===== src/sv/ovle_pkg.sv =====
package ovle_pkg;

    localparam int DEPTH_DEF = 16;
    localparam int ACT_W     = 3;
    localparam int VAL_W     = 32;
    localparam int MCNT_W    = 5;
    localparam int COUNT_MAX = 31;

    typedef enum logic [ACT_W-1:0] {
        ACT_INSERT     = 3'd0,
        ACT_UPDATE     = 3'd1,
        ACT_REMOVE_ONE = 3'd2,
        ACT_REMOVE_ALL = 3'd3,
        ACT_SEARCH     = 3'd4
    } action_t;

    typedef struct packed {
        logic [ACT_W-1:0]        action;
        logic signed [VAL_W-1:0] value;
        logic signed [VAL_W-1:0] new_value;
    } ovle_req_t;

    typedef struct packed {
        logic              hit;
        logic [MCNT_W-1:0] match_count;
    } ovle_rsp_t;

    typedef enum logic [1:0] {
        ST_IDLE,
        ST_INSERT,
        ST_SCAN,
        ST_FINISH
    } state_t;

    typedef struct packed {
        logic load;
        logic insert;
        logic scan;
        logic commit;
        logic out_load;
    } ovle_cmd_t;

    typedef struct packed {
        logic scan_done;
        logic out_free;
    } ovle_status_t;

endpackage


===== src/sv/ovle_ctrl.sv =====
module ovle_ctrl (
    input  logic                          clk,
    input  logic                          rst_n,
    input  logic                          req_valid,
    input  logic [ovle_pkg::ACT_W-1:0]    action,
    input  ovle_pkg::ovle_status_t        status,
    output logic                          req_stall,
    output ovle_pkg::ovle_cmd_t           cmd
);
    import ovle_pkg::*;

    state_t state_reg;
    state_t state_next;

    always_ff @(posedge clk or negedge rst_n)
    begin
        if (!rst_n)
        begin
            state_reg <= ST_IDLE;
        end
        else
        begin
            state_reg <= state_next;
        end
    end

    always_comb
    begin
        state_next = state_reg;
        cmd        = '0;
        req_stall  = 1'b1;
        case (state_reg)
            ST_IDLE:
            begin
                req_stall = 1'b0;
                if (req_valid)
                begin
                    cmd.load = 1'b1;
                    if (action == ACT_INSERT)
                    begin
                        state_next = ST_INSERT;
                    end
                    else if (action inside {ACT_UPDATE, ACT_REMOVE_ONE,
                                            ACT_REMOVE_ALL, ACT_SEARCH})
                    begin
                        state_next = ST_SCAN;
                    end
                    else
                    begin
                        // unknown action: no change, empty result
                        state_next = ST_FINISH;
                    end
                end
            end
            ST_INSERT:
            begin
                cmd.insert = 1'b1;
                state_next = ST_FINISH;
            end
            ST_SCAN:
            begin
                cmd.scan = 1'b1;
                if (status.scan_done)
                begin
                    cmd.commit = 1'b1;
                    state_next = ST_FINISH;
                end
            end
            ST_FINISH:
            begin
                // hold until the result register can take the result
                if (status.out_free)
                begin
                    cmd.out_load = 1'b1;
                    state_next   = ST_IDLE;
                end
            end
            default:
            begin
                state_next = ST_IDLE;
            end
        endcase
    end

endmodule


===== src/sv/ovle_dp.sv =====
module ovle_dp #(
    parameter int DEPTH = ovle_pkg::DEPTH_DEF
) (
    input  logic                    clk,
    input  logic                    rst_n,
    input  ovle_pkg::ovle_req_t     req,
    input  ovle_pkg::ovle_cmd_t     cmd,
    input  logic                    rsp_stall,
    output ovle_pkg::ovle_status_t  status,
    output logic                    rsp_valid,
    output ovle_pkg::ovle_rsp_t     rsp
);
    import ovle_pkg::*;

    localparam int IDX_W = (DEPTH > 1) ? $clog2(DEPTH) : 1;
    localparam int CNT_W = $clog2(DEPTH + 1);
    localparam logic [CNT_W-1:0] DEPTH_C  = CNT_W'(DEPTH);
    localparam logic [IDX_W:0]   DEPTH_X  = (IDX_W + 1)'(DEPTH);
    localparam logic [IDX_W-1:0] LAST_IDX = IDX_W'(DEPTH - 1);

    // list storage, circular with the head at head_reg
    logic [VAL_W-1:0] mem [DEPTH];

    logic [ACT_W-1:0] act_reg;
    logic [VAL_W-1:0] val_reg;
    logic [VAL_W-1:0] nval_reg;
    logic [IDX_W-1:0] head_reg;
    logic [CNT_W-1:0] fill_reg;
    logic [CNT_W-1:0] rd_idx_reg;
    logic [CNT_W-1:0] w_idx_reg;
    logic [CNT_W-1:0] count_reg;
    logic             found_reg;
    logic             pend_reg;
    logic [VAL_W-1:0] rd_data_reg;
    logic             rsp_valid_reg;
    ovle_rsp_t        rsp_reg;
    ovle_rsp_t        rsp_next;

    logic             issue;
    logic             match;
    logic             keep;
    logic             scan_wr;
    logic             bump;
    logic             set_found;
    logic [VAL_W-1:0] scan_wdata;
    logic             full;
    logic [IDX_W-1:0] new_head;
    logic             we;
    logic [IDX_W-1:0] waddr;
    logic [IDX_W-1:0] raddr;
    logic [VAL_W-1:0] wdata;
    logic [31:0]      count_wide;
    logic [MCNT_W-1:0] count_sat;

    function automatic logic [IDX_W-1:0] phys(input logic [IDX_W-1:0] base,
                                              input logic [CNT_W-1:0] idx);
        logic [IDX_W:0] sum;
        sum = {1'b0, base} + {1'b0, idx[IDX_W-1:0]};
        if (sum >= DEPTH_X)
        begin
            sum = sum - DEPTH_X;
        end
        return sum[IDX_W-1:0];
    endfunction

    assign issue    = cmd.scan && (rd_idx_reg < fill_reg);
    assign match    = pend_reg && (rd_data_reg == val_reg);
    assign raddr    = phys(head_reg, rd_idx_reg);
    assign full     = (fill_reg == DEPTH_C);
    assign new_head = (head_reg == '0) ? LAST_IDX : head_reg - 1'b1;

    // one entry per cycle: read at rd_idx; update and removals write the survivor back at w_idx
    always_comb
    begin
        keep       = 1'b1;
        scan_wr    = 1'b0;
        bump       = 1'b0;
        set_found  = 1'b0;
        scan_wdata = rd_data_reg;
        case (act_reg)
            ACT_UPDATE:
            begin
                scan_wr = 1'b1;
                bump    = match;
                if (match)
                begin
                    scan_wdata = nval_reg;
                end
            end
            ACT_REMOVE_ONE:
            begin
                set_found = match && !found_reg;
                keep      = !set_found;
                scan_wr   = keep;
            end
            ACT_REMOVE_ALL:
            begin
                keep    = !match;
                scan_wr = keep;
                bump    = match;
            end
            ACT_SEARCH:
            begin
                set_found = match;
            end
            default:
            begin
                keep = 1'b1;
            end
        endcase
        if (!(cmd.scan && pend_reg))
        begin
            keep      = 1'b0;
            scan_wr   = 1'b0;
            bump      = 1'b0;
            set_found = 1'b0;
        end
    end

    always_comb
    begin
        if (cmd.insert)
        begin
            we    = !full;
            waddr = new_head;
            wdata = val_reg;
        end
        else
        begin
            we    = scan_wr;
            waddr = phys(head_reg, w_idx_reg);
            wdata = scan_wdata;
        end
    end

    always_ff @(posedge clk)
    begin
        if (we)
        begin
            mem[waddr] <= wdata;
        end
    end

    always_ff @(posedge clk)
    begin
        if (issue)
        begin
            rd_data_reg <= mem[raddr];
        end
    end

    always_ff @(posedge clk)
    begin
        if (cmd.load)
        begin
            act_reg  <= req.action;
            val_reg  <= req.value;
            nval_reg <= req.new_value;
        end
    end

    always_ff @(posedge clk or negedge rst_n)
    begin
        if (!rst_n)
        begin
            head_reg   <= '0;
            fill_reg   <= '0;
            rd_idx_reg <= '0;
            w_idx_reg  <= '0;
            count_reg  <= '0;
            found_reg  <= 1'b0;
            pend_reg   <= 1'b0;
        end
        else
        begin
            if (cmd.load)
            begin
                rd_idx_reg <= '0;
                w_idx_reg  <= '0;
                count_reg  <= '0;
                found_reg  <= 1'b0;
                pend_reg   <= 1'b0;
            end
            if (cmd.scan)
            begin
                pend_reg <= issue;
                if (issue)
                begin
                    rd_idx_reg <= rd_idx_reg + 1'b1;
                end
                if (keep)
                begin
                    w_idx_reg <= w_idx_reg + 1'b1;
                end
                if (bump)
                begin
                    count_reg <= count_reg + 1'b1;
                end
                if (set_found)
                begin
                    found_reg <= 1'b1;
                end
            end
            if (cmd.insert && !full)
            begin
                head_reg  <= new_head;
                fill_reg  <= fill_reg + 1'b1;
                found_reg <= 1'b1;
            end
            if (cmd.commit)
            begin
                fill_reg <= w_idx_reg;
            end
        end
    end

    assign count_wide = 32'(count_reg);
    assign count_sat  = (count_wide > 32'(COUNT_MAX)) ? MCNT_W'(COUNT_MAX)
                                                      : count_wide[MCNT_W-1:0];

    always_comb
    begin
        rsp_next = '0;
        case (act_reg)
            ACT_INSERT, ACT_REMOVE_ONE, ACT_SEARCH:
            begin
                rsp_next.hit = found_reg;
            end
            ACT_UPDATE, ACT_REMOVE_ALL:
            begin
                rsp_next.hit         = (count_reg != '0);
                rsp_next.match_count = count_sat;
            end
            default:
            begin
                rsp_next = '0;
            end
        endcase
    end

    always_ff @(posedge clk or negedge rst_n)
    begin
        if (!rst_n)
        begin
            rsp_valid_reg <= 1'b0;
        end
        else if (cmd.out_load)
        begin
            rsp_valid_reg <= 1'b1;
        end
        else if (!rsp_stall)
        begin
            rsp_valid_reg <= 1'b0;
        end
    end

    always_ff @(posedge clk)
    begin
        if (cmd.out_load)
        begin
            rsp_reg <= rsp_next;
        end
    end

    assign rsp_valid        = rsp_valid_reg;
    assign rsp              = rsp_reg;
    assign status.scan_done = (rd_idx_reg == fill_reg) && !pend_reg;
    assign status.out_free  = !rsp_valid_reg || !rsp_stall;

    a_fill_bound: assert property (@(posedge clk) disable iff (!rst_n)
        fill_reg <= DEPTH_C)
        else $error("fill level beyond list depth");

    a_write_behind_read: assert property (@(posedge clk) disable iff (!rst_n)
        cmd.scan |-> (w_idx_reg <= rd_idx_reg))
        else $error("compaction write index ahead of read index");

    a_no_rw_collide: assert property (@(posedge clk) disable iff (!rst_n)
        (issue && scan_wr) |-> (raddr != waddr))
        else $error("scan read and write hit the same entry");

    a_commit_no_grow: assert property (@(posedge clk) disable iff (!rst_n)
        cmd.commit |=> (fill_reg <= $past(fill_reg)))
        else $error("scan pass grew the list");

endmodule


===== src/sv/ordered_value_list_engine_top.sv =====
// Ordered list of up to DEPTH signed 32-bit values, head first, kept in one
// memory with a moving head pointer. Insert fails when the list is full; an
// unknown action leaves the list unchanged and gives an empty result. Update,
// remove-first, remove-all and search walk the whole list through the single
// memory read port, one entry per cycle. One request is in work at a time; the
// result sits in an output register, and req_stall is high while a request is
// in work or its result cannot yet be loaded. match_count saturates at 31.
module ordered_value_list_engine_top #(
    parameter int DEPTH = ovle_pkg::DEPTH_DEF
) (
    input  logic                 clk,
    input  logic                 rst_n,
    input  logic                 req_valid,
    output logic                 req_stall,
    input  ovle_pkg::ovle_req_t  req,
    output logic                 rsp_valid,
    input  logic                 rsp_stall,
    output ovle_pkg::ovle_rsp_t  rsp
);
    import ovle_pkg::*;

    ovle_cmd_t    cmd;
    ovle_status_t status;

    ovle_ctrl u_ctrl (
        .clk       (clk),
        .rst_n     (rst_n),
        .req_valid (req_valid),
        .action    (req.action),
        .status    (status),
        .req_stall (req_stall),
        .cmd       (cmd)
    );

    ovle_dp #(
        .DEPTH (DEPTH)
    ) u_dp (
        .clk       (clk),
        .rst_n     (rst_n),
        .req       (req),
        .cmd       (cmd),
        .rsp_stall (rsp_stall),
        .status    (status),
        .rsp_valid (rsp_valid),
        .rsp       (rsp)
    );

endmodule


===== config.mk =====
export PLATFORM = sky130hd
export DESIGN_NAME = ordered_value_list_engine_top
export DESIGN_NICKNAME = d
export VERILOG_FILES = /design/src/sv/ovle_pkg.sv /design/src/sv/ovle_ctrl.sv /design/src/sv/ovle_dp.sv /design/src/sv/ordered_value_list_engine_top.sv
export SDC_FILE = /design/constraint.sdc
export NUM_CORES = 1
export LEC_CHECK = 0
export ABC_AREA = 1
export BUFFER_PORTS_ARGS = -buffer_cell sky130_fd_sc_hd__buf_4
export CAP_MARGIN = 0
export CORE_UTILIZATION = 50
export CTS_CLUSTER_DIAMETER = 40
export DETAILED_ROUTE_END_ITERATION = 12
export GPL_ROUTABILITY_DRIVEN = 0
export PLACE_DENSITY = 0.69
export SYNTH_ARGS = -nofsm -noshare
export SYNTH_HDL_FRONTEND = slang
export SYNTH_SLANG_ARGS = --single-unit

===== constraint.sdc =====
create_clock -name clk -period 8.44 [get_ports clk]
set_clock_uncertainty 0.05 [all_clocks]
set_input_delay 0.844 -clock clk [delete_from_list [all_inputs] [get_ports clk]]
set_output_delay 0.844 -clock clk [all_outputs]
set_load 0.05 [all_outputs]

# == Word level (Yosys, flattened, before mapping) ==
# Memories as Yosys holds them, arrays and structs flattened. A register that Yosys moved wholly into a read port is not among the register bits.
# Index checks and enable logic that the tools add are counted.
# classes
order_cmp,4
add_sub_neg,9
reduce_logical,25
eq_ne,18
n_mux,53
# op_table
cell,count
$mux 32,3
$mux 5,12
$eq 32x32->1,1
$mux 1,24
$add 5x1->5 const B,4
$mux 4,4
$eq 3x2->1 const B,4
$sub 4x1->4 const B,3
$add 4x4->5,2
$ge 5x5->1 const B,2
$mux 2,5
$pmux 2 s4,1
$logic_not 1->1,7
$eq 3x1->1 const B,2
$eq 3x3->1 const B,2
$logic_and 1x1->1,6
$logic_not 3->1,2
$ne 2x2->1 const B,3
$pmux 1 s2,3
$eq 5x5->1,1
$eq 5x5->1 const B,1
$gt 5x5->1 const B,1
$lt 5x5->1,1
$reduce_bool 5->1,1
12 further kinds,14
# word_totals
output_inout_bits,8
wordCells,124
reg_bits,102
ram_bits,512
input_bits,71
mem_count,1
# mem_list
name,words,width,read_ports,rd_clocked_by_memory_dff,write_ports,line,source
u_dp.mem,16,32,1,1,1,ovle_dp.sv:22,logic [VAL_W-1:0] mem [DEPTH];

# == Depth between registers and ports, before layout ==
# Gate-level depths: netlist (run 1).
# depth
word_depth,9
depth_mapped,15
depth_no_buf,14

# == Hierarchy ==
# Synthesis (run 1) repeated with hierarchy kept, for this count alone.
# unflattened
cells_unflattened,2144
hier_area_um2,27293.7
# by_module_without_submodules
module,seq_area_each_um2,n_inst,cells_per_inst,area_per_inst_um2
ovle_dp,19203.4,1,2108,27061.0
ovle_ctrl,50.0,1,36,232.7

# == Worst setup path after synthesis (run 1) ==
# OpenSTA, ideal clock, no wires.
# synth_path
path_kind,register to register
start,register u_dp.w_idx_reg[0]
end,"memory u_dp.mem[0][0], enable pin"
setup_time_ps,432
stages_incl_launch_ff,9
setup_slack_ps,4649
arrival_ps,3309
synth_period_minus_slack_ps,3791
path_buffers,0
t_required_ps,7958
cell_sequence,dfrtp_1 ha_1 fa_1 xor2_1 o21ai_0 inv_1 nor2_1 nand2_1 a21oi_1
# synth_between
elab_chain_cells,4
word_cells_on_any_way,5
cone_classes,2 x add/sub; 1 x order compare; 2 x mux
# synth_lines
element,line,source
start: declaration,ovle_dp.sv:30,logic [CNT_W-1:0] w_idx_reg;
start signal: assignment,ovle_dp.sv:193,w_idx_reg <= w_idx_reg + 1'b1;
$add 4x4->5 *,ovle_dp.sv:58,"sum = {1'b0, base} + {1'b0, idx[IDX_W-1:0]};"
$sub 4x1->4 or $ge 5x5->1 (tied branches),"ovle_dp.sv:61, ovle_dp.sv:59",
$mux 4 *,ovle_dp.sv:59,if (sum >= DEPTH_X)
$mux 4 *,ovle_dp.sv:122,if (cmd.insert)
end: declaration,ovle_dp.sv:22,
# Every way passes the cells marked *; elsewhere a longest branch is shown, timed or not.

# == Worst setup path in the final report (run 1) ==
# layout_path
start,register u_ctrl.state_reg[1]
end,"memory u_dp.mem[3][11], enable pin"
# layout_between
elab_chain_cells,7
word_cells_on_any_way,10
cone_classes,2 x eq/ne; 7 x mux; 1 x reduce/logical
# layout_lines
element,line,source
start: declaration,ovle_ctrl.sv:12,state_t state_reg;
start signal: assignment,ovle_ctrl.sv:23,state_reg <= state_next;
$eq 2x2->1,ovle_ctrl.sv:32,case (state_reg)
$mux 2,ovle_ctrl.sv:32,
$logic_and 1x1->1,ovle_dp.sv:111,if (!(cmd.scan && pend_reg))
$mux 1,ovle_dp.sv:111,
$mux 1,ovle_dp.sv:122,
$mux 1,ovle_dp.sv:138,if (we)
$mux 1 (not written as such),ovle_dp.sv:140,mem[waddr] <= wdata;
# Several ways; a longest one is shown, not always the timed one.

==> results of run 1 <==
## cell usage in the layout (no fill, tap or decap), drive strengths merged, types with 29 or more instances in the layout
master and n:
edfxtp 617, nand2 283, buf 109, inv 284
mux2i 129, a21oi 189, a31oi 34, o21ai 241
o211ai 64, nand3 57, dfrtp 29, clkinv 32
nor2 49, clkbuf 106
## worst max-delay path, stage by stage (launching register included)
cell and delay, ns:
dfrtp_1 0.41, inv_1 0.14, ha_1 0.60, inv_2 0.42, a31oi_1 0.47, inv_1 0.13
buf_4 0.32, a21oi_4 0.70, buf_4 0.49
## kinds of logic after synthesis
| group | after synthesis |
|---|---|
| compound gates | 541 |
| xor+xnor | 18 |
| fa+ha+maj | 27 |
| buf+inv | 377 |
| flops | 646 |
| mux | 129 |
| simple gates | 396 |
## path summary, 6_finish.rpt
check / slack (ns) / start / cells past startpoint / to
worst min register to register: 0.46 / u_dp.rd_idx_reg[4]$_DFF_PN0_ / 1 / u_dp.rd_idx_reg[4]$_DFF_PN0_
worst min-delay path: 0.1 / rst_n / 1 / u_dp.w_idx_reg[3]$_DFF_PN0_
min in group clk: 0.32 / req[51] / 1 / u_dp.val_reg[19]$_DFFE_PP_
worst max register to register: 4.34 / u_ctrl.state_reg[1]$_DFFE_PN0P_ / 8 / u_dp.mem[3][11]$_DFFE_PP_
max in group asynchronous: 7.93 / rst_n / 1 / u_dp.count_reg[2]$_DFF_PN0_
worst max-delay path: 4.34 / u_ctrl.state_reg[1]$_DFFE_PN0P_ / 8 / u_dp.mem[3][11]$_DFFE_PP_
## final cells by class
class / instances / area (um2) / area share, %
clock inverters: 70 / 921 / 2.88
repair buffers: 109 / 831 / 2.60
well taps: 696 / 871 / 2.72
flip-flops and latches: 646 / 19300 / 60.2
inverters: 272 / 1020 / 3.20
clock buffers: 106 / 2470 / 7.73
multi-input cells: 1111 / 6600 / 20.7
## through the flow
| stage | std cells | setup WS (ns) | area [um2] | util, % | total power [uW] |
|---|---|---|---|---|---|
| 6_report | 3010 | 4.34 | 32000 | 59.4 | 7600 |
| 2_1_floorplan | 2134 | 4.65 | 27300 | - | 3530 |
| 5_1_grt | 3010 | 4.06 | 32000 | 59.4 | 7790 |
| 3_5_place_dp | 2834 | 4.34 | 28600 | 53.1 | 3560 |
| 3_3_place_gp | 2834 | 4.40 | 28600 | 53.1 | 3560 |
| 4_1_cts | 3010 | 4.33 | 32000 | 59.4 | 7660 |
## power groups by stage
| stage | clock network, uW | registers, uW | logic [uW] |
|---|---|---|---|
| 2_1_floorplan | 0 | 3530 | 0.280 |
| 3_3_place_gp | 0 | 3530 | 27.8 |
| 3_5_place_dp | 0 | 3530 | 28.5 |
| 4_1_cts | 4160 | 3470 | 28.6 |
| 5_1_grt | 4290 | 3460 | 30.8 |
| 6_report | 4110 | 3470 | 28.0 |
## Yosys cell counts, drive strengths merged, types with 2 or more instances
library cell  count
o211ai           64
nor4              2
xor2             12
o22ai             2
ha               25
o31ai             3
o221ai            5
nand4             2
a211oi            2
o21ai           241
clkbuf           50
a31oi            34
buf              55
a21oi           189
nand2           283
dfrtp            29
nand3            57
edfxtp          617
fa                2
mux2i           129
xnor2             6
inv             271
nor2             49
## metal layers
layer,global-route usage [%],vias to the layer above,wire [um]
met2,38.2,662,31100
li1,-,7850,-
met4,7.55,0,1510
met3,3.88,117,4550
met1,32.8,8285,27700
met5,0,-,0
==> impl_metrics.py, run 1 <==
metrics = {
    "status": {
        "outcome": "finished, final reports clean",
    },
    "finish": {
        "largest-register": "u_dp.mem",
        "n_antenna_cell": 0,
        "largest_register_ff_count": 512,
        "fill_cells": 4124,
        "layout-drive-gt1-share_pct": 13.5,
        "layout.nets": 2332,
        "area_growth_pct": 17.3,
    },
    "synth": {
        "syn_inst": 2134,
        "synthDistinctLibCells": 42,
        "synth_nets": 2232,
        "yosysTopAreaCellShare_pct": 68.0,
        "syn_area_per_cell_um2": 12.8,
        "synth_compound_area_share_pct": 10.8,
        "synth_area_leaders": "edfxtp_1 (68%), mux2i_1 (4.7%), nand2_1 (3.9%)",
        "synth_top_family_by_area": "compound AO/OA/AOI/OAI gates",
        "ys_seq_area_share_pct": 70.6,
        "yosys_warnings": 0,
        "syn-cell-area_mm2": 0.0273,
        "synth_largest_area_cell": "edfxtp_1",
        "synth-async-reset-ratio_pct": 4.49,
        "synth-simple-area-share_pct": 5.89,
        "synthAdderAreaFrac_pct": 1.29,
        "synth-edff-count": 617,
        "synth_ff_type": "edfxtp_1",
        "synth_xor_area_share_pct": 0.633,
        "yosys_register_bits": 646,
        "synth_mux_area_share_pct": 4.74,
    },
    "clocking": {
        "clk-insertion-delay-late_ns": 0.65,
        "clk_pin_slew_ns": 0.05,
        "cts_tree": "built",
        "ctsResizeCount": 0,
        "cts_hold_buf": 0,
        "htree_levels": 3,
        "numCtsBuffers": 94,
        "clockRootBuffer": "clkbuf_16",
        "post_cts.repair.setup_buffers": 0,
        "cts_max_path_buffers": 3,
        "cts_sinks": 646,
    },
    "power": {
        "pwr-share-comb_pct": 0.4,
        "switchingPower_uw": 1510,
        "swShare_pct": 19.8,
        "p_int_uw": 6090,
        "power_density_mw_per_mm2": 238,
        "peakVddDrop_uv": 169,
        "seqPwrFrac_pct": 45.6,
        "power_frac_clock_pct": 54.0,
        "leakage_uw": 0.0115,
    },
    "floorplan": {
        "rows": 85,
        "core_mm2": 0.0538,
        "fp.dieW_um": 236,
        "ioPinCount": 79,
        "start_util_pct": 50.7,
        "die_area_mm2": 0.0555,
        "die_h_um": 236,
    },
    "timing": {
        "maxSlewHeadroom_pct": 12.5,
        "fin_tns_setup_ns": 0,
        "max_freq_mhz": 244,
        "final_hold_viol_count": 0,
        "min_period_ns": 4.10,
        "setup_viol": 0,
        "tightest_slew_ns": 1.30,
        "rsz0062_at_grt": "no",
        "post-route-period-util_pct": 48.6,
        "slew_viol_final": 0,
        "finalHoldWorstSlack_ns": 0.0965,
    },
    "worst_setup_path": {
        "path_class": "register to register",
        "cp_max_fo": 27,
        "worst_setup_path_end_kind": "register",
        "cp.arrival_ns": 4.33,
        "startpoint_type": "register",
        "cp.required_ns": 8.67,
    },
    "hold_path": {
        "hold_path.class": "input port to asynchronous set/reset pin",
    },
    "global_routing": {
        "grt_pass1_wl_mm": 98.2,
        "grt_max_degree": 217,
        "antenna_found_initial": 0,
        "grt_usage_pct": 23.6,
        "grt_pass1_vias": 16400,
        "grt-ovfl-total": 0,
    },
    "routing": {
        "route.detailed.drc": 0,
        "route.antenna.remaining_nets": 0,
        "avgViaCountPerCell": 5.62,
        "dr.first_iter.drc_count": 1694,
        "drtPass1Iterations": 5,
        "avgRoutedWirePerCell_um": 21.6,
        "finalWirelength_mm": 64.9,
        "num_vias": 16900,
    },
    "flow_run": {
        "cap_violations": 0,
    },
    "placed_design": {
        "dp_hpwl_mm": 35.3,
        "port-buffer-count": 78,
    },
}
No activity file was read; power rests on OpenSTA's default activity.
==> run 2, diff against run 1 <==
--- a/config.mk
+++ b/config.mk
@@ -12,7 +12,7 @@
 export CTS_CLUSTER_DIAMETER = 40
 export DETAILED_ROUTE_END_ITERATION = 12
 export GPL_ROUTABILITY_DRIVEN = 0
-export PLACE_DENSITY = 0.69
+export PLACE_DENSITY = 0.72
 export SYNTH_ARGS = -nofsm -noshare
 export SYNTH_HDL_FRONTEND = slang
 export SYNTH_SLANG_ARGS = --single-unit
==> constraint.sdc (replaced) <==
create_clock -name clk -period 3.7 [get_ports clk]
set_clock_uncertainty 0.05 [all_clocks]
set_input_delay 0.37 -clock clk [delete_from_list [all_inputs] [get_ports clk]]
set_output_delay 0.37 -clock clk [all_outputs]
set_load 0.05 [all_outputs]
==> run 2 against run 1 <==
  * Cell count rose by 2.8%
  * Critical path depth rose by 4
  * Design area rose by 2.6%
  * Highest routed layer unchanged
  * Sequential share of layout area fell by 1.5 points
  * Register-to-register slack got worse by 4.1 ns
  * Global-route usage rose by 0.59 points
  * Critical path type unchanged
  * Clock power rose by 110%
  * Clock-buffer cell count fell by 9
  * Core utilization rose by 1.6 points
==> impl_metrics.py, run 2 (synthesis results as in run 1) <==
metrics = {
    "worst_setup_path": {
        "cp-startpoint": "u_dp.pend_reg$_DFFE_PN0P_",
        "cp.required_ns": 3.87,
        "startpoint_type": "register",
        "r2r_start": "u_dp.pend_reg$_DFFE_PN0P_",
        "worst_setup_path_end_kind": "register",
        "cp.arrival_ns": 3.67,
        "reg2reg_to": "u_dp.mem[12][15]$_DFFE_PP_",
        "rrSetupSlack_ns": 0.20,
        "reg2regPathDepth": 12,
        "path_class": "register to register",
        "cp_max_fo": 19,
        "crit_path_end": "u_dp.mem[12][15]$_DFFE_PP_",
    },
    "finish": {
        "layout.nets": 2422,
        "layout_common_cells": "edfxtp_1 (617), nand2_1 (280), inv_1 (264), o21ai_0 (209), a21oi_1 (173)",
        "area_growth_pct": 20.3,
        "largest-register": "u_dp.mem",
        "largest_register_ff_count": 512,
        "final_common_cell": "edfxtp_1",
        "layout-drive-gt1-share_pct": 13.8,
        "n_antenna_cell": 0,
        "final_util_pct": 61.0,
    },
    "routing": {
        "route.antenna.remaining_nets": 0,
        "finalWirelength_mm": 66.8,
        "avgRoutedWirePerCell_um": 21.6,
        "route.detailed.drc": 0,
        "dr.first_iter.drc_count": 1839,
        "drtPass1Iterations": 6,
        "num_vias": 17600,
        "avgViaCountPerCell": 5.67,
    },
    "placed_design": {
        "dp_hpwl_mm": 36.1,
        "port-buffer-count": 78,
        "pre_cts_slack_ns": 0.249,
    },
    "hold_path": {
        "hold_path.class": "input port to asynchronous set/reset pin",
    },
    "floorplan": {
        "ioPinCount": 79,
        "fp.dieW_um": 236,
        "die_h_um": 236,
        "rows": 85,
        "start_util_pct": 50.7,
        "die_area_mm2": 0.0555,
        "core_mm2": 0.0538,
    },
    "clocking": {
        "cts_max_path_buffers": 3,
        "htree_levels": 3,
        "cts_tree": "built",
        "numCtsBuffers": 91,
        "clockRootBuffer": "clkbuf_16",
        "post_cts.repair.setup_buffers": 0,
        "clk_pin_slew_ns": 0.06,
        "cts_sinks": 646,
        "clk-insertion-delay-late_ns": 0.65,
    },
    "power": {
        "power_density_mw_per_mm2": 512,
        "peakVddDrop_uv": 375,
        "leakage_uw": 0.0118,
        "power_uw": 16800,
    },
    "timing": {
        "finalHoldWorstSlack_ns": 0.175,
        "rsz0062_at_grt": "no",
        "tightest_slew_ns": 1.22,
        "min_period_ns": 3.50,
        "post-route-period-util_pct": 94.6,
        "setup_slack_ns": 0.201,
        "setup_viol": 0,
        "slew_viol_final": 0,
        "maxSlewHeadroom_pct": 18.4,
        "max_freq_mhz": 286,
        "final_hold_viol_count": 0,
        "fin_tns_setup_ns": 0,
    },
    "global_routing": {
        "grt_pass1_wl_mm": 101,
        "antenna_found_initial": 0,
        "grt-ovfl-total": 0,
        "grt_max_degree": 129,
        "grt_usage_pct": 24.2,
        "grt_pass1_vias": 17400,
    },
    "flow_run": {
        "cap_violations": 0,
    },
    "status": {
        "outcome": "finished, final reports clean",
    },
}
[run 2: layout make-up]
cell class              count  area, um2
well taps                 696        871
flip-flops and latches    646      19300
clock buffers              97       2320
fillers                  3961      21000
inverters                 272       1020
clock inverters            71        818
repair buffers            202       1910
multi-input cells        1111       6610
[run 2: power by group]
group              switching (uW)  internal, uW
sequential     0.0000000000000364          7900
clock                        3460          5310
combinational                34.1          93.6
[run 2: worst min-delay path by stage]
stage                                                  to      start  cells past startpoint  slack, ns
final                        u_dp.head_reg[3]$_DFFE_PN0P_      rst_n                      2       0.17
after global routing      u_ctrl.state_reg[1]$_DFFE_PN0P_  req_valid                      3       0.19
after CTS                 u_ctrl.state_reg[1]$_DFFE_PN0P_  req_valid                      3       0.16
after detailed placement      u_dp.w_idx_reg[3]$_DFF_PN0_      rst_n                      1       0.28
after global placement        u_dp.w_idx_reg[3]$_DFF_PN0_      rst_n                      1       0.27
after floorplan           u_ctrl.state_reg[0]$_DFFE_PN0P_      rst_n                      0       0.02
[run 2: routing by layer]
layer	part of all wire, %	routed length (um)	global-route usage, %
met5	0	0	0
met4	2.9	1940	8.87
met3	7.1	4770	4.08
met2	49	32900	40.5
met1	41	27200	31.9
[run 2: critical path, stage by stage (launching register included)]
cell	delay, ns
dfrtp_1	0.34
inv_1	0.17
a21oi_1	0.22
nand3_1	0.17
nor2_1	0.26
nand2_1	0.22
nor2_2	0.19
nand2_2	0.11
nor2_4	0.49
buf_12	0.27
nand2_1	0.08
nand3_1	0.08
o21ai_1	0.39
[run 2: timing repair]
item	in CTS	in global routing
hold endpoints to repair	97	0
endpoints found under the setup margin	0	16
hold buffers	69	0
resized for setup	0	1
[run 2: through the flow]
stage / area, um2 / cells
floorplan: 27300 / 2134
global placement: 29000 / 2858
detailed placement: 29000 / 2858
CTS: 32800 / 3095
global route: 32800 / 3095
finish: 32800 / 3095
